$ cat config.mk
export PLATFORM = sky130hd
export DESIGN_NAME = decaying_sine_shake_generator
export DESIGN_NICKNAME = d
export VERILOG_FILES = /design/src/rtl/core/dssg_pkg.sv /design/src/rtl/core/decaying_sine_shake_generator.sv /design/src/rtl/core/dssg_mul.sv /design/src/rtl/core/dssg_div.sv
export SDC_FILE = /design/constraint.sdc
export NUM_CORES = 1
export LEC_CHECK = 0
export ABC_AREA = 1
export ABC_CLOCK_PERIOD_IN_PS = 6900
export BUFFER_PORTS_ARGS = -buffer_cell sky130_fd_sc_hd__buf_2
export CAP_MARGIN = 20
export CELL_PAD_IN_SITES_DETAIL_PLACEMENT = 0
export CELL_PAD_IN_SITES_GLOBAL_PLACEMENT = 2
export CORE_ASPECT_RATIO = 0.9
export CORE_UTILIZATION = 36
export CTS_BUF_LIST = sky130_fd_sc_hd__clkbuf_4 sky130_fd_sc_hd__clkbuf_8 sky130_fd_sc_hd__clkbuf_16
export DETAILED_ROUTE_END_ITERATION = 12
export PLACE_DENSITY = 0.8
export SYNTH_ARGS = -nofsm -noshare
export SYNTH_HDL_FRONTEND = slang
export SYNTH_HIERARCHICAL = 1
export SYNTH_SLANG_ARGS = --single-unit
export TNS_END_PERCENT = 10
$ cat constraint.sdc
create_clock -name i_clk -period 6.9 [get_ports i_clk]
set_input_delay 1.035 -clock i_clk [delete_from_list [all_inputs] [get_ports i_clk]]
set_output_delay 1.035 -clock i_clk [all_outputs]
set_load 0.03 [all_outputs]
$ cat src/rtl/core/dssg_pkg.sv
// ----------------------------------------------------------------------------
// dssg_pkg
// Shared widths and fixed constants of the decaying sine shake generator.
// ----------------------------------------------------------------------------
package dssg_pkg;

    // serial multiplier: multiplicand width, multiplier width (one bit a cycle)
    localparam int MUL_A_W = 34;
    localparam int MUL_B_W = 32;
    localparam int MUL_P_W = MUL_A_W + MUL_B_W;

    // serial divider: dividend width (one quotient bit a cycle), divisor width
    localparam int DIV_N_W = 34;
    localparam int DIV_D_W = 17;

    // request kinds
    localparam logic OP_TICK    = 1'b0;
    localparam logic OP_TRIGGER = 1'b1;

    localparam logic [16:0] AGE_MAX = 17'd131071;
    localparam logic [DIV_D_W-1:0] MS_PER_S = 17'd1000;

    // quarter-wave polynomial coefficients, Q2.30
    localparam logic [31:0] Q30_ONE = 32'd1073741824;
    localparam logic [31:0] C1      = 32'd1686629713;
    localparam logic [31:0] C3      = 32'd693598668;
    localparam logic [31:0] C5      = 32'd85569305;
    localparam logic [31:0] C7      = 32'd5026995;
    localparam logic [31:0] C9      = 32'd172272;

endpackage

$ cat src/rtl/core/decaying_sine_shake_generator.sv
// ----------------------------------------------------------------------------
// decaying_sine_shake_generator
// A trigger request starts a shake (peak in Q8.8, length in ms, frequency in
// Hz); the length is cut to whole periods. Each tick request during a shake
// advances the age and returns peak * sin(2*pi*f*age/1000) * (1 - age/length)
// as signed Q8.8, or zero once the shake is over. Every request gives exactly
// one result. Work is done on one request at a time by a shared bit-serial
// multiplier and a bit-serial divider.
// A tick during a shake takes 9 products and 3 quotients; a started trigger
// takes 2 of each; an ignored trigger or a tick with no shake takes none.
// The result sits in an output register, so a new request is taken while the
// previous result is still waiting.
// ----------------------------------------------------------------------------
module decaying_sine_shake_generator
    import dssg_pkg::*;
#(
    parameter int SINE_PHASE_BITS = 10
) (
    input  logic        i_clk,
    input  logic        i_rst_n,
    input  logic        i_in_valid,
    output logic        o_in_ready,
    input  logic        i_opcode,
    input  logic [9:0]  i_delta_ms,
    input  logic [15:0] i_amplitude,
    input  logic [15:0] i_duration_ms,
    input  logic [7:0]  i_frequency_hz,
    output logic        o_out_valid,
    input  logic        i_out_ready,
    output logic signed [16:0] o_offset,
    output logic        o_active,
    output logic        o_accepted
);

    localparam int QB      = SINE_PHASE_BITS - 2;
    localparam int T_W     = 31;
    localparam int T_SHIFT = 30 - QB;
    localparam logic [QB:0] QSIZE = (QB + 1)'(1) << QB;

    localparam logic [4:0] S_IDLE     = 5'd0;
    localparam logic [4:0] S_DONE     = 5'd1;
    localparam logic [4:0] S_TR_MUL   = 5'd2;
    localparam logic [4:0] S_TR_DIV1  = 5'd3;
    localparam logic [4:0] S_TR_MUL2  = 5'd4;
    localparam logic [4:0] S_TR_DIV2  = 5'd5;
    localparam logic [4:0] S_PH_MUL   = 5'd6;
    localparam logic [4:0] S_PH_DIV   = 5'd7;
    localparam logic [4:0] S_IX_DIV   = 5'd8;
    localparam logic [4:0] S_T2       = 5'd9;
    localparam logic [4:0] S_P9       = 5'd10;
    localparam logic [4:0] S_P7       = 5'd11;
    localparam logic [4:0] S_P5       = 5'd12;
    localparam logic [4:0] S_P3       = 5'd13;
    localparam logic [4:0] S_P1       = 5'd14;
    localparam logic [4:0] S_M1       = 5'd15;
    localparam logic [4:0] S_M2       = 5'd16;
    localparam logic [4:0] S_MDIV     = 5'd17;

    logic [4:0]  r_state, n_state;
    logic        r_shaking, n_shaking;
    logic [16:0] r_age, n_age;
    logic [15:0] r_peak, n_peak;
    logic [16:0] r_len, n_len;
    logic [7:0]  r_rate, n_rate;

    logic [1:0]     r_quad, n_quad;
    logic [T_W-1:0] r_t, n_t;
    logic [T_W-1:0] r_t2, n_t2;
    logic [16:0]    r_s16, n_s16;
    logic [16:0]    r_res_offset, n_res_offset;
    logic           r_res_active, n_res_active;
    logic           r_res_accepted, n_res_accepted;

    logic        r_out_valid, n_out_valid;
    logic [16:0] r_offset, n_offset;
    logic        r_active, n_active;
    logic        r_accepted, n_accepted;

    logic               w_mul_start;
    logic [MUL_A_W-1:0] w_mul_a;
    logic [MUL_B_W-1:0] w_mul_b;
    logic               w_mul_done;
    logic [MUL_P_W-1:0] w_mul_prod;
    logic               w_div_start;
    logic [DIV_N_W-1:0] w_div_num;
    logic [DIV_D_W-1:0] w_div_den;
    logic               w_div_done;
    logic [DIV_N_W-1:0] w_div_quot;
    logic [DIV_D_W-1:0] w_div_rem;

    logic [17:0]                w_age_sum;
    logic [16:0]                w_age_sat;
    logic [31:0]                w_q30;
    logic [31:0]                w_s30;
    logic [31:0]                w_s30_rnd;
    logic [SINE_PHASE_BITS-1:0] w_idx;
    logic [QB:0]                w_rq;
    logic [T_W-1:0]             w_t;
    logic [14:0]                w_periods;
    logic [16:0]                w_mag;

    dssg_mul u_mul (
        .i_clk   (i_clk),
        .i_rst_n (i_rst_n),
        .i_start (w_mul_start),
        .i_a     (w_mul_a),
        .i_b     (w_mul_b),
        .o_done  (w_mul_done),
        .o_prod  (w_mul_prod)
    );

    dssg_div u_div (
        .i_clk   (i_clk),
        .i_rst_n (i_rst_n),
        .i_start (w_div_start),
        .i_num   (w_div_num),
        .i_den   (w_div_den),
        .o_done  (w_div_done),
        .o_quot  (w_div_quot),
        .o_rem   (w_div_rem)
    );

    assign w_age_sum = {1'b0, r_age} + 18'(i_delta_ms);
    assign w_age_sat = w_age_sum[17] ? AGE_MAX : w_age_sum[16:0];

    // Q2.30 product
    assign w_q30     = w_mul_prod[61:30];
    assign w_s30     = (w_q30 > Q30_ONE) ? Q30_ONE : w_q30;
    assign w_s30_rnd = w_s30 + 32'd8192;

    // mirror the quarter-wave argument in the 2nd and 4th quadrants
    assign w_idx = w_div_quot[SINE_PHASE_BITS-1:0];
    assign w_rq  = w_idx[QB] ? (QSIZE - {1'b0, w_idx[QB-1:0]}) : {1'b0, w_idx[QB-1:0]};
    assign w_t   = T_W'(w_rq) << T_SHIFT;

    assign w_periods = (w_div_quot == '0) ? 15'd1 : w_div_quot[14:0];
    assign w_mag     = w_div_quot[16:0];

    always_comb begin
        n_state        = r_state;
        n_shaking      = r_shaking;
        n_age          = r_age;
        n_peak         = r_peak;
        n_len          = r_len;
        n_rate         = r_rate;
        n_quad         = r_quad;
        n_t            = r_t;
        n_t2           = r_t2;
        n_s16          = r_s16;
        n_res_offset   = r_res_offset;
        n_res_active   = r_res_active;
        n_res_accepted = r_res_accepted;
        n_out_valid    = r_out_valid && !i_out_ready;
        n_offset       = r_offset;
        n_active       = r_active;
        n_accepted     = r_accepted;
        w_mul_start    = 1'b0;
        w_mul_a        = '0;
        w_mul_b        = '0;
        w_div_start    = 1'b0;
        w_div_num      = '0;
        w_div_den      = '0;

        case (r_state)
            S_IDLE: begin
                if (i_in_valid) begin
                    n_res_offset   = '0;
                    n_res_accepted = 1'b0;
                    n_res_active   = r_shaking;
                    if (i_opcode == OP_TRIGGER) begin
                        if (r_shaking || (i_amplitude == '0) || (i_duration_ms == '0)
                            || (i_frequency_hz == '0)) begin
                            n_state = S_DONE;
                        end else begin
                            n_peak      = i_amplitude;
                            n_rate      = i_frequency_hz;
                            w_mul_start = 1'b1;
                            w_mul_a     = MUL_A_W'(i_duration_ms);
                            w_mul_b     = MUL_B_W'(i_frequency_hz);
                            n_state     = S_TR_MUL;
                        end
                    end else if (!r_shaking) begin
                        n_state = S_DONE;
                    end else begin
                        n_age = w_age_sat;
                        if (w_age_sat > r_len) begin
                            n_shaking    = 1'b0;
                            n_res_active = 1'b0;
                            n_state      = S_DONE;
                        end else begin
                            w_mul_start = 1'b1;
                            w_mul_a     = MUL_A_W'(r_rate);
                            w_mul_b     = MUL_B_W'(w_age_sat);
                            n_state     = S_PH_MUL;
                        end
                    end
                end
            end
            S_TR_MUL: begin
                if (w_mul_done) begin
                    w_div_start = 1'b1;
                    w_div_num   = w_mul_prod[DIV_N_W-1:0];
                    w_div_den   = MS_PER_S;
                    n_state     = S_TR_DIV1;
                end
            end
            S_TR_DIV1: begin
                if (w_div_done) begin
                    w_mul_start = 1'b1;
                    w_mul_a     = MUL_A_W'(w_periods);
                    w_mul_b     = MUL_B_W'(MS_PER_S);
                    n_state     = S_TR_MUL2;
                end
            end
            S_TR_MUL2: begin
                if (w_mul_done) begin
                    w_div_start = 1'b1;
                    w_div_num   = w_mul_prod[DIV_N_W-1:0];
                    w_div_den   = DIV_D_W'(r_rate);
                    n_state     = S_TR_DIV2;
                end
            end
            S_TR_DIV2: begin
                if (w_div_done) begin
                    n_len          = w_div_quot[16:0];
                    n_age          = '0;
                    n_shaking      = 1'b1;
                    n_res_offset   = '0;
                    n_res_active   = 1'b1;
                    n_res_accepted = 1'b1;
                    n_state        = S_DONE;
                end
            end
            S_PH_MUL: begin
                if (w_mul_done) begin
                    w_div_start = 1'b1;
                    w_div_num   = w_mul_prod[DIV_N_W-1:0];
                    w_div_den   = MS_PER_S;
                    n_state     = S_PH_DIV;
                end
            end
            S_PH_DIV: begin
                // remainder is the phase in thousandths of a period
                if (w_div_done) begin
                    w_div_start = 1'b1;
                    w_div_num   = DIV_N_W'(w_div_rem[9:0]) << SINE_PHASE_BITS;
                    w_div_den   = MS_PER_S;
                    n_state     = S_IX_DIV;
                end
            end
            S_IX_DIV: begin
                if (w_div_done) begin
                    n_quad      = w_idx[SINE_PHASE_BITS-1 -: 2];
                    n_t         = w_t;
                    w_mul_start = 1'b1;
                    w_mul_a     = MUL_A_W'(w_t);
                    w_mul_b     = MUL_B_W'(w_t);
                    n_state     = S_T2;
                end
            end
            S_T2: begin
                if (w_mul_done) begin
                    n_t2        = w_mul_prod[60:30];
                    w_mul_start = 1'b1;
                    w_mul_a     = MUL_A_W'(w_mul_prod[60:30]);
                    w_mul_b     = C9;
                    n_state     = S_P9;
                end
            end
            S_P9: begin
                if (w_mul_done) begin
                    w_mul_start = 1'b1;
                    w_mul_a     = MUL_A_W'(r_t2);
                    w_mul_b     = C7 - w_q30;
                    n_state     = S_P7;
                end
            end
            S_P7: begin
                if (w_mul_done) begin
                    w_mul_start = 1'b1;
                    w_mul_a     = MUL_A_W'(r_t2);
                    w_mul_b     = C5 - w_q30;
                    n_state     = S_P5;
                end
            end
            S_P5: begin
                if (w_mul_done) begin
                    w_mul_start = 1'b1;
                    w_mul_a     = MUL_A_W'(r_t2);
                    w_mul_b     = C3 - w_q30;
                    n_state     = S_P3;
                end
            end
            S_P3: begin
                if (w_mul_done) begin
                    w_mul_start = 1'b1;
                    w_mul_a     = MUL_A_W'(r_t);
                    w_mul_b     = C1 - w_q30;
                    n_state     = S_P1;
                end
            end
            S_P1: begin
                // clamp to one, round to Q16
                if (w_mul_done) begin
                    n_s16       = w_s30_rnd[30:14];
                    w_mul_start = 1'b1;
                    w_mul_a     = MUL_A_W'(r_peak);
                    w_mul_b     = MUL_B_W'(r_len - r_age);
                    n_state     = S_M1;
                end
            end
            S_M1: begin
                if (w_mul_done) begin
                    w_mul_start = 1'b1;
                    w_mul_a     = MUL_A_W'(w_mul_prod[32:0]);
                    w_mul_b     = MUL_B_W'(r_s16);
                    n_state     = S_M2;
                end
            end
            S_M2: begin
                // dividing by length*2^16 equals dropping 16 bits then dividing by length
                if (w_mul_done) begin
                    w_div_start = 1'b1;
                    w_div_num   = w_mul_prod[49:16];
                    w_div_den   = r_len;
                    n_state     = S_MDIV;
                end
            end
            S_MDIV: begin
                if (w_div_done) begin
                    n_res_offset   = r_quad[1] ? (~w_mag + 17'd1) : w_mag;
                    n_res_active   = 1'b1;
                    n_res_accepted = 1'b0;
                    n_state        = S_DONE;
                end
            end
            S_DONE: begin
                if (!r_out_valid || i_out_ready) begin
                    n_out_valid = 1'b1;
                    n_offset    = r_res_offset;
                    n_active    = r_res_active;
                    n_accepted  = r_res_accepted;
                    n_state     = S_IDLE;
                end
            end
            default: begin
                n_state = S_IDLE;
            end
        endcase
    end

    always_ff @(posedge i_clk) begin
        if (!i_rst_n) begin
            r_state     <= S_IDLE;
            r_shaking   <= 1'b0;
            r_age       <= '0;
            r_peak      <= '0;
            r_len       <= '0;
            r_rate      <= '0;
            r_out_valid <= 1'b0;
        end else begin
            r_state     <= n_state;
            r_shaking   <= n_shaking;
            r_age       <= n_age;
            r_peak      <= n_peak;
            r_len       <= n_len;
            r_rate      <= n_rate;
            r_out_valid <= n_out_valid;
        end
    end

    always_ff @(posedge i_clk) begin
        r_quad         <= n_quad;
        r_t            <= n_t;
        r_t2           <= n_t2;
        r_s16          <= n_s16;
        r_res_offset   <= n_res_offset;
        r_res_active   <= n_res_active;
        r_res_accepted <= n_res_accepted;
        r_offset       <= n_offset;
        r_active       <= n_active;
        r_accepted     <= n_accepted;
    end

    assign o_in_ready  = (r_state == S_IDLE);
    assign o_out_valid = r_out_valid;
    assign o_offset    = signed'(r_offset);
    assign o_active    = r_active;
    assign o_accepted  = r_accepted;

`ifndef SYNTHESIS
    a_started_is_active: assert property (@(posedge i_clk) disable iff (!i_rst_n)
        (o_out_valid && o_accepted) |-> o_active)
        else $error("started shake reported as inactive");

    a_idle_gives_zero: assert property (@(posedge i_clk) disable iff (!i_rst_n)
        (o_out_valid && !o_active) |-> (o_offset == 17'sd0))
        else $error("nonzero offset with no shake in progress");

    a_age_in_range: assert property (@(posedge i_clk) disable iff (!i_rst_n)
        ((r_state == S_IDLE) && r_shaking) |-> ((r_age <= r_len) && (r_len != 17'd0)))
        else $error("shake in progress with age past its length");
`endif

endmodule

$ cat src/rtl/core/dssg_mul.sv
// ----------------------------------------------------------------------------
// dssg_mul
// Shift-and-add multiplier, one multiplier bit per cycle, LSB first.
// ----------------------------------------------------------------------------
module dssg_mul
    import dssg_pkg::*;
(
    input  logic               i_clk,
    input  logic               i_rst_n,
    input  logic               i_start,
    input  logic [MUL_A_W-1:0] i_a,
    input  logic [MUL_B_W-1:0] i_b,
    output logic               o_done,
    output logic [MUL_P_W-1:0] o_prod
);

    localparam int CNT_W = $clog2(MUL_B_W + 1);

    logic [MUL_A_W-1:0] r_a;
    logic [MUL_A_W:0]   r_hi;
    logic [MUL_A_W:0]   w_sum;
    logic [MUL_B_W-1:0] r_lo;
    logic [CNT_W-1:0]   r_cnt;
    logic               r_busy;
    logic               r_done;

    // upper half never exceeds the multiplicand, so the sum fits one extra bit
    assign w_sum = r_hi + (r_lo[0] ? {1'b0, r_a} : '0);

    always_ff @(posedge i_clk) begin
        if (!i_rst_n) begin
            r_busy <= 1'b0;
            r_done <= 1'b0;
            r_cnt  <= '0;
        end else begin
            r_done <= r_busy && (r_cnt == CNT_W'(1));
            if (i_start) begin
                r_busy <= 1'b1;
                r_cnt  <= CNT_W'(MUL_B_W);
            end else if (r_busy) begin
                r_cnt <= r_cnt - CNT_W'(1);
                if (r_cnt == CNT_W'(1)) begin
                    r_busy <= 1'b0;
                end
            end
        end
    end

    always_ff @(posedge i_clk) begin
        if (i_start) begin
            r_a  <= i_a;
            r_hi <= '0;
            r_lo <= i_b;
        end else if (r_busy) begin
            r_hi <= {1'b0, w_sum[MUL_A_W:1]};
            r_lo <= {w_sum[0], r_lo[MUL_B_W-1:1]};
        end
    end

    assign o_done = r_done;
    assign o_prod = {r_hi[MUL_A_W-1:0], r_lo};

endmodule

$ cat src/rtl/core/dssg_div.sv
// ----------------------------------------------------------------------------
// dssg_div
// Restoring divider, one quotient bit per cycle, MSB first.
// ----------------------------------------------------------------------------
module dssg_div
    import dssg_pkg::*;
(
    input  logic               i_clk,
    input  logic               i_rst_n,
    input  logic               i_start,
    input  logic [DIV_N_W-1:0] i_num,
    input  logic [DIV_D_W-1:0] i_den,
    output logic               o_done,
    output logic [DIV_N_W-1:0] o_quot,
    output logic [DIV_D_W-1:0] o_rem
);

    localparam int CNT_W = $clog2(DIV_N_W + 1);

    logic [DIV_N_W-1:0] r_num;
    logic [DIV_D_W-1:0] r_rem;
    logic [DIV_D_W-1:0] r_den;
    logic [DIV_D_W:0]   w_trial;
    logic [DIV_D_W:0]   w_diff;
    logic               w_ge;
    logic [CNT_W-1:0]   r_cnt;
    logic               r_busy;
    logic               r_done;

    assign w_trial = {r_rem, r_num[DIV_N_W-1]};
    assign w_ge    = (w_trial >= {1'b0, r_den});
    assign w_diff  = w_trial - {1'b0, r_den};

    always_ff @(posedge i_clk) begin
        if (!i_rst_n) begin
            r_busy <= 1'b0;
            r_done <= 1'b0;
            r_cnt  <= '0;
        end else begin
            r_done <= r_busy && (r_cnt == CNT_W'(1));
            if (i_start) begin
                r_busy <= 1'b1;
                r_cnt  <= CNT_W'(DIV_N_W);
            end else if (r_busy) begin
                r_cnt <= r_cnt - CNT_W'(1);
                if (r_cnt == CNT_W'(1)) begin
                    r_busy <= 1'b0;
                end
            end
        end
    end

    // quotient bits shift in at the bottom as dividend bits leave the top
    always_ff @(posedge i_clk) begin
        if (i_start) begin
            r_num <= i_num;
            r_rem <= '0;
            r_den <= i_den;
        end else if (r_busy) begin
            r_rem <= w_ge ? w_diff[DIV_D_W-1:0] : w_trial[DIV_D_W-1:0];
            r_num <= {r_num[DIV_N_W-2:0], w_ge};
        end
    end

    assign o_done = r_done;
    assign o_quot = r_num;
    assign o_rem  = r_rem;

endmodule
After elaboration in Yosys (flattened, before gate mapping)
Index checks and enable logic that the tools add are counted.

storage, ports and cells
  output and inout port bits = 21
  bits in read-only memories = 0
  word-level logic and storage cells = 236
  memories = 0
  register bits after elaboration = 346
  bits in latches = 0
  bits of input ports = 55
  RAM bits = 0

operators by class
  shift-type cells = 0
  $mul = 0
  equal/unequal tests = 40
  $add $sub $neg = 13
  bitwise logic cells = 3
  reduce and logical (&&, ||, !) cells = 39
  divide/modulo/power cells = 0
  magnitude comparators = 3
  mux-type cells = 107

operators with widths
  cell                    number
  $pmux 32 s10            1
  $mux 32                 9
  $pmux 34 s8             1
  $mux 34                 7
  $mux 17                 13
  $mux 31                 6
  $pmux 34 s3             1
  $mux 5                  18
  $pmux 5 s17             1
  $pmux 17 s4             1
  $pmux 17 s3             1
  $eq 5x4->1 const B      8
  $ne 2x1->1 const B      18
  $add 34x34->35          1
  $logic_not 34->1        1
  $pmux 17 s2             1
  $mux 33                 1
  $gt 32x31->1 const B    1
  $logic_not 16->1        2
  $mux 16                 2
  $mux 8                  4
  $sub 23x32->32 const A  1
  $sub 27x32->32 const A  1
  $sub 30x32->32 const A  1
  other kinds (45)        104

Longest topological paths before layout
Gate-level depths: netlist of run 1.

  word-level depth = 9
  depth in mapped cells = 27
  depth with buffers taken out = 26

By module
The synthesis of run 1 kept the hierarchy.

modules (own cells, without submodules)
  module                         sequential area each (um2)  cells an instance  times used  area an instance (um2)
  decaying_sine_shake_generator  4,184.0                     2,596              1           16,128.0
  dssg_mul                       2,822.7                     907                1           6,588.8
  dssg_div                       2,031.9                     546                1           4,247.8

Least setup slack after synthesis of run 1
Ideal clock, no wire load.

  path type = input to register
  start = input i_delta_ms[0]
  end = register u_mul.r_lo[0], enable pin
  stages on the path = 24
  setup time = 0.387 ns
  setup slack = 1.277 ns
  data arrival time = 5.237 ns
  cells stage by stage = ha_1 -> inv_1 -> fa_1 -> inv_1 -> nand3_1 -> nand3_1 -> and2_1 -> nand2_1 -> nand2_1 -> nand3_1 -> ha_1 -> nand2_1 -> nor2_1 -> nand2_1 -> inv_1 -> nand4_1 -> nand2_1 -> nand2_1 -> nor2_2 -> inv_1 -> nand2_1 -> clkbuf_1 -> nor2_1 -> inv_1

on the way
  word-level cells in the longest chain between the ends = 9

ends and longest elaborated chain
  what                         line                                  RTL
  start, declared              decaying_sine_shake_generator.sv:24   input logic [9:0] i_delta_ms,
  $add 17x10->18               decaying_sine_shake_generator.sv:123  assign w_age_sum = {1'b0, r_age} + 18'(i_delta_ms);
  $mux 17                      decaying_sine_shake_generator.sv:124  assign w_age_sat = w_age_sum[17] ? AGE_MAX : w_age_sum[16:0];
  $gt 17x17->1                 decaying_sine_shake_generator.sv:186  if (w_age_sat > r_len) begin
  $mux 1                       decaying_sine_shake_generator.sv:186
  $mux 1                       decaying_sine_shake_generator.sv:182  end else if (!r_shaking) begin
  $mux 1                       decaying_sine_shake_generator.sv:170  if (i_opcode == OP_TRIGGER) begin
  $mux 1                       decaying_sine_shake_generator.sv:166  if (i_in_valid) begin
  $pmux 1 s3                   decaying_sine_shake_generator.sv:164  case (r_state)
  named net w_mul_start        decaying_sine_shake_generator.sv:79   logic w_mul_start;
  $reduce_bool 2->1 (no line)  -
  end signal, assigned         dssg_mul.sv:53                        r_lo <= i_b;
  end signal, assigned         dssg_mul.sv:56                        r_lo <= {w_sum[0], r_lo[MUL_B_W-1:1]};
  end, declared                dssg_mul.sv:22                        logic [MUL_B_W-1:0] r_lo;

The timed path passes the listed nets, and every way through them passes these cells.
A chain may end at the register's enable or synchronous reset.

Final worst setup path of run 1
  start = input i_delta_ms[6]
  end = register u_mul.r_lo[29], data pin

on the way
  word-level cells in the longest chain between the ends = 9

ends and longest elaborated chain
  what                   line                                  RTL
  $add 17x10->18         decaying_sine_shake_generator.sv:123
  $mux 17                decaying_sine_shake_generator.sv:124
  $gt 17x17->1           decaying_sine_shake_generator.sv:186
  $mux 1                 decaying_sine_shake_generator.sv:186
  $mux 1                 decaying_sine_shake_generator.sv:182
  $mux 1                 decaying_sine_shake_generator.sv:170
  $mux 1                 decaying_sine_shake_generator.sv:166
  $pmux 1 s3             decaying_sine_shake_generator.sv:164
  named net w_mul_start  decaying_sine_shake_generator.sv:79
  $mux 32                dssg_mul.sv:50                        if (i_start) begin

The timed path passes the listed nets, and every way through them passes these cells.

==> reports/results.ini, run 1 <==
[run_status]
status = complete, no violations

[synth]
seq_area_frac_synth_pct = 33.5
synth_flop_cell = edfxtp_1
synth_area_leaders = edfxtp_1 24%, nand2_1 17%, dfxtp_1 9.8%
ys_ff_latch = 345
yosys.area.top_type_share_pct = 23.7
synth_edf_count = 213
synth_cell_type_count = 64
syn_area_per_cell_um2 = 6.66
syn-num-nets = 4216
synth-async-reset-ratio_pct = 0
synthCells = 4049
synth_top_cell_by_area = edfxtp_1
netlist_area_mm2 = 0.0270
ys_warn_count = 6

[final_layout]
n_fill_cell = 7994
final_common_cell = nand2_1
final_nets = 4248
multi_input_comb_area_mm2 = 0.0154
final_layout_size_suffix_gt1_share_pct = 8.99
design_area_mm2 = 0.0298
stdcell_count = 5079
area_growth_pct = 10.6
most-common-layout-cells = 1230 x nand2_1, 449 x inv_1, 386 x nor2_1
seqCellArea_mm2 = 0.00904

[clocking]
cts_setup_buffers = 0
numCtsBuffers = 44
clkSinkCount = 345
clockRootBuffer = clkbuf_16
clk_pin_slew_ps = 60
h-tree-depth = 2
postCtsHoldBufs = 0
tritoncts = done
clk_latency_ps = 620
clk_path_buf_depth = 3
postCtsResizedCells = 0

[critical_path]
cp-start-kind = primary input
crit_start = i_delta_ms[6]
max_stage_delay_ps = 720
rr_endpoint = u_mul/r_lo[29]
crit_fanout = 34
ff2ff_path_depth = 26
path_cells = buf_2 -> ha_1 -> nand2_1 -> o21ai_0 -> nand2_1 -> a31oi_4 -> nand2_2 -> nand3_1 -> ha_1 -> nand2_1 -> inv_1 -> nand2_1 -> nand2_1 -> a21oi_1 -> nand3_1 -> nand2_1 -> nand2_1 -> nor2_2 -> inv_1 -> nand2_4 -> clkinv_1 -> buf_12 -> nand2_1 -> nand2_1
critical_path_class = primary input to register
arrival_ps = 5730
cp-end-kind = register
r2r_setup_slack_ps = 1590
r2r_start = r_age[0]
crit_top_cell = nand2_1
cp_slowest_cell = clkinv_1
cp.required_ps = 7250

[global_routing]
grt_max_degree = 57
track_usage_pct = 34.0
antenna_found_initial = 3
overflow = 0
grt_pass1_wl_um = 189000
grt_pass1_vias = 27100

[floorplan]
rows = 94
core-area_mm2 = 0.0736
die_x_um = 290
ios = 76
initial_utilization_pct = 36.6
die_area_mm2 = 0.0760
die-height_um = 262

[min_path]
holdCritStartpoint = r_res_accepted
hold_end = o_accepted
hold_path_class = register to register
holdPathStages = 0

[detailed_routing]
dr_total_vias = 28700
drc_errors = 0
drtPass1Iterations = 8
ant_nets = 0
avgViaCountPerCell = 5.65
routed_wl_um = 131000
drt-initial-drc-count = 3152
wl_per_cell_um = 25.7

[sta]
setup_viol = 0
hold_violations = 0
fin_skew_ps = 36.7
final_max_slew_viol_count = 0
tns_ps = 0
period_share_pct = 77.9
period_needed_ps = 5380
hold_ws_ps = 417
slew_headroom_pct = 21.6
rsz0062_at_grt = no
worst_pin_slew_ps = 1160
fmax_ghz = 0.186

[power]
internal_power_mw = 5.25
p_switching_mw = 5.04
p_seq_share_pct = 28.8
comb_power_share_pct = 47.4
peakVddDrop_uv = 244
leakagePower_nw = 13.4
clkPwrFrac_pct = 23.9
p_per_area_mw_per_mm2 = 345
switching_share_pct = 49.0

[placement]
place_hpwl_um = 101000
place.gp.congestion = 1.00
dpl-instance-area_mm2 = 0.0283
io_buffers = 75
dp_cells = 4995

[flow_run]
maxCapViolCount = 0

-- flip-flops by register name, indices dropped and copies added, names as in the netlist, 5 cells and up --
name / count
r_state: 5
u_div/o_rem: 17
r_res_offset: 17
r_t2: 31
u_div/r_cnt: 6
u_div/r_den: 17
u_mul/r_lo: 32
r_rate: 8
r_len: 17
r_age: 17
u_mul/r_hi: 34
o_offset: 17
r_s16: 17
u_mul/r_a: 34
u_mul/r_cnt: 6
u_div/o_quot: 34
r_t: 9
r_peak: 16
-- worst max-delay path by stage --
stage / endpoint / cells after the start / slack, ps
after floorplan: u_mul/r_lo[0] / 24 / 1280
after global placement: u_mul/r_lo[29] / 26 / 1010
after detailed placement: u_mul/r_lo[29] / 24 / 970
after CTS: u_mul/r_lo[29] / 24 / 1590
after global routing: u_mul/r_lo[29] / 26 / 1060
final: u_mul/r_lo[29] / 24 / 1520
-- worst max-delay path: cells and delay by family --
kind | cells | cell delay [ps]
fa+ha+maj | 2 | 620
simple gates | 14 | 1960
compound gates | 3 | 660
buf+inv | 5 | 1370
-- synthesized netlist by cell type, types with 12 or more instances --
master and count:
nor2_4 12, nand2_1 1231, nor3_1 49, inv_2 39, buf_1 16, o21ai_1 18
xnor2_1 17, nand3b_1 25, buf_4 12, buf_2 44, o211ai_1 17, nand3_1 362
a221oi_1 14, inv_1 449, o2111ai_1 19, or2_2 15, nor4_1 16, nand2_2 29
clkbuf_1 61, o21ai_0 208, o22ai_1 25, nor2_2 33, nand4_1 86, ha_1 108
a21oi_1 238, xor2_1 26, edfxtp_1 213, nor2_1 386, dfxtp_1 132
-- routing by layer --
metal | up-vias | track usage [%] | share of wire, % | wire, µm
li1 | 13600 | - | - | -
met3 | 247 | 6.31 | 8.3 | 10800
met5 | - | 0 | 0.013 | 17
met1 | 13600 | 44.8 | 43 | 56000
met2 | 1265 | 54.2 | 44 | 57500
met4 | 4 | 15.6 | 4.9 | 6440
-- kinds of logic (layout without fill, tap and decap cells) --
logic type	after synthesis	after routing	synth area share, %
simple gates	2282	2282	36.7
buf+inv	635	703	9.49
compound gates	631	631	13.5
flops	345	345	33.5
fa+ha+maj	112	112	5.31
xor+xnor	43	43	1.40
other cells	1	3	0.0139
-- metrics by stage --
stage / util [%] / power (mW) / setup slack [ps]
floorplan: - / 5.98 / 1280
global placement: 38.4 / 7.74 / 1010
detailed placement: 38.4 / 7.71 / 973
CTS: 40.5 / 10.2 / 1590
global route: 40.5 / 10.8 / 1060
finish: 40.5 / 10.3 / 1520
-- power groups by stage --
stage               combinational [mW]  sequential [mW]  clock [mW]
floorplan                         3.11             2.87           0
global placement                  4.76             2.98           0
detailed placement                4.73             2.98           0
CTS                               4.75             2.95        2.49
global route                      5.28             2.98        2.56
finish                            4.88             2.96        2.45
-- layout make-up --
| type | instances | area share, % |
|---|---|---|
| Clock inverter | 26 | 1.02 |
| Timing Repair Buffer | 128 | 2.65 |
| Multi-Input combinational cell | 3069 | 51.6 |
| Clock buffer | 56 | 4.08 |
| Tap cell | 960 | 4.03 |
| Sequential cell | 345 | 30.3 |
| Inverter | 493 | 6.23 |
| Antenna cell | 2 | 0.0168 |
No activity file was read; power rests on OpenSTA's default activity.
==> run 2: changes to the inputs <==
Settings changed: ABC_CLOCK_PERIOD_IN_PS 6900 to 4900, CORE_UTILIZATION 36 to 33, PLACE_DENSITY 0.8 to 0.77.
Clock period 6.9 ns to 4.9 ns, I/O delays scaled along.
==> run 2 against run 1 <==
  * Non-clock buffer count rose by 30
  * Utilization fell by 3.4 points
  * Setup slack got worse by 1200 ps
  * Clock skew rose by 6.9 ps
  * Register-to-register slack got worse by 1200 ps
  * First-iteration DRC count rose by 2.9%
  * Sequential power rose by 42%
  * Die area rose by 9.0%
  * Worst hold slack got worse by 53 ps
  * Cell count rose by 2.5%
  * Clock power rose by 33%
  * Count of clock-buffer cells in the layout did not move
  * Critical path type is now register to register
  * Critical endpoint is now u_mul/r_cnt[1]
==> reports/results.ini, run 2 (synthesis results as in run 1) <==
[floorplan]
die-height_um = 273
die_x_um = 303
rows = 99
initial_utilization_pct = 33.3
ios = 76
die_area_mm2 = 0.0829
core-area_mm2 = 0.0810

[min_path]
holdPathStages = 3
hold_end = r_peak[5]
holdCritStartpoint = i_amplitude[5]
hold_path_class = primary input to register

[placement]
post-place-ws_ps = 108
place_hpwl_um = 103000
io_buffers = 75
dpl-instance-area_mm2 = 0.0287
place.gp.congestion = 0.990

[clocking]
clk_pin_slew_ps = 60
postCtsResizedCells = 0
postCtsHoldBufs = 0
clk_path_buf_depth = 3
tritoncts = done
clk_latency_ps = 620
numCtsBuffers = 43
h-tree-depth = 2
clkSinkCount = 345
cts_setup_buffers = 0
clockRootBuffer = clkbuf_16

[sta]
setup_viol = 0
rsz0062_at_grt = no
period_needed_ps = 4540
period_share_pct = 92.7
tns_ps = 0
worst_pin_slew_ps = 1240
slew_headroom_pct = 16.8
hold_violations = 0
fin_skew_ps = 43.6
worst_slack_ps = 357
final_max_slew_viol_count = 0
fmax_ghz = 0.220

[critical_path]
cp-start-kind = register
crit_top_cell = nand2_1
cp-end-kind = register
arrival_ps = 5040
ff2ff_path_depth = 26
max_stage_delay_ps = 460
crit_fanout = 45
r2r_setup_slack_ps = 360
cp_slowest_cell = dfxtp_1
cp.required_ps = 5400
r2r_start = r_age[0]
rr_endpoint = u_mul/r_cnt[1]
critical_path_class = register to register

[final_layout]
final_util_pct = 37.1
most-common-layout-cells = 1230 x nand2_1, 448 x inv_1, 385 x nor2_1
design_area_mm2 = 0.0301
n_fill_cell = 8923
area_growth_pct = 11.4
final_nets = 4277
final_common_cell = nand2_1
final_layout_size_suffix_gt1_share_pct = 9.58

[detailed_routing]
ant_nets = 0
drc_errors = 0
avgViaCountPerCell = 5.54
routed_wl_um = 131000
drt-initial-drc-count = 3244
dr_total_vias = 28900
drtPass1Iterations = 6
wl_per_cell_um = 25.2

[flow_run]
maxCapViolCount = 0

[global_routing]
grt_pass1_vias = 27400
grt_pass1_wl_um = 191000
antenna_found_initial = 3
track_usage_pct = 31.5
grt_max_degree = 51
overflow = 0

[run_status]
status = complete, no violations

[power]
leakagePower_nw = 13.5
p_per_area_mw_per_mm2 = 480
p_total_mw = 14.4
peakVddDrop_uv = 300

==> run 2: cell types whose count changed in the layout (fill, tap and decap cells not counted), moves of 2 or more <==
| cell | delta |
|---|---|
| clkbuf_16 | -2 |
| clkbuf_8 | +2 |
| clkinv_4 | -4 |
| clkinvlp_4 | +3 |
| bufinv_16 | -2 |
| buf_4 | +30 |
==> run 2: layout make-up <==
cell class              instances  area [µm²]  share of cell area, %
repair buffers                158        1020                   3.41
inverters                     493        1860                   6.20
well taps                    1060        1330                   4.41
flip-flops and latches        345        9040                   30.1
multi-input cells            3069       15400                   51.2
clock buffers                  56        1190                   3.97
clock inverters                22         205                  0.683
diodes                          1        2.50                0.00833
==> run 2: layer usage <==
layer	routed length [µm]	GRT usage, %	vias to the layer above	share of wire [%]
met5	32	0	-	0.024
met3	11100	5.22	291	8.5
met1	57000	43.3	13600	43
met4	6430	13.1	4	4.9
met2	56800	48.5	1332	43
li1	-	-	13600	-
==> run 2: worst max path at each step <==
| stage | from | cells after the start | end |
|---|---|---|---|
| global route | r_age[0] | 26 | u_mul/r_cnt[3] |
| finish | r_age[0] | 26 | u_mul/r_cnt[1] |
| global placement | i_delta_ms[6] | 24 | u_mul/r_cnt[3] |
| CTS | r_age[0] | 26 | u_mul/r_cnt[3] |
| floorplan | i_delta_ms[0] | 25 | u_mul/r_lo[0] |
| detailed placement | i_delta_ms[0] | 27 | u_mul/r_cnt[2] |
==> run 2: critical path, delay by kind of cell, from the launching register on <==
| family | cells | cell delay (ps) |
|---|---|---|
| AO/OA/AOI/OAI | 1 | 230 |
| flip-flops | 1 | 460 |
| buffers and inverters | 6 | 790 |
| adder cells (fa/ha/maj) | 3 | 960 |
| AND/OR/NAND/NOR | 16 | 1950 |
==> run 2: where the power goes <==
| group | switching [mW] | internal (mW) | total [mW] |
|---|---|---|---|
| Combinational | 5.11 | 1.85 | 6.96 |
| Clock | 1.41 | 1.84 | 3.25 |
| Sequential | 0.558 | 3.64 | 4.20 |
==> run 2: per-stage QoR <==
step	cells	hold slack, ps
after floorplan	4049	400
after global placement	5125	404
after detailed placement	5125	405
after CTS	5203	339
after global routing	5203	382
final	5204	364
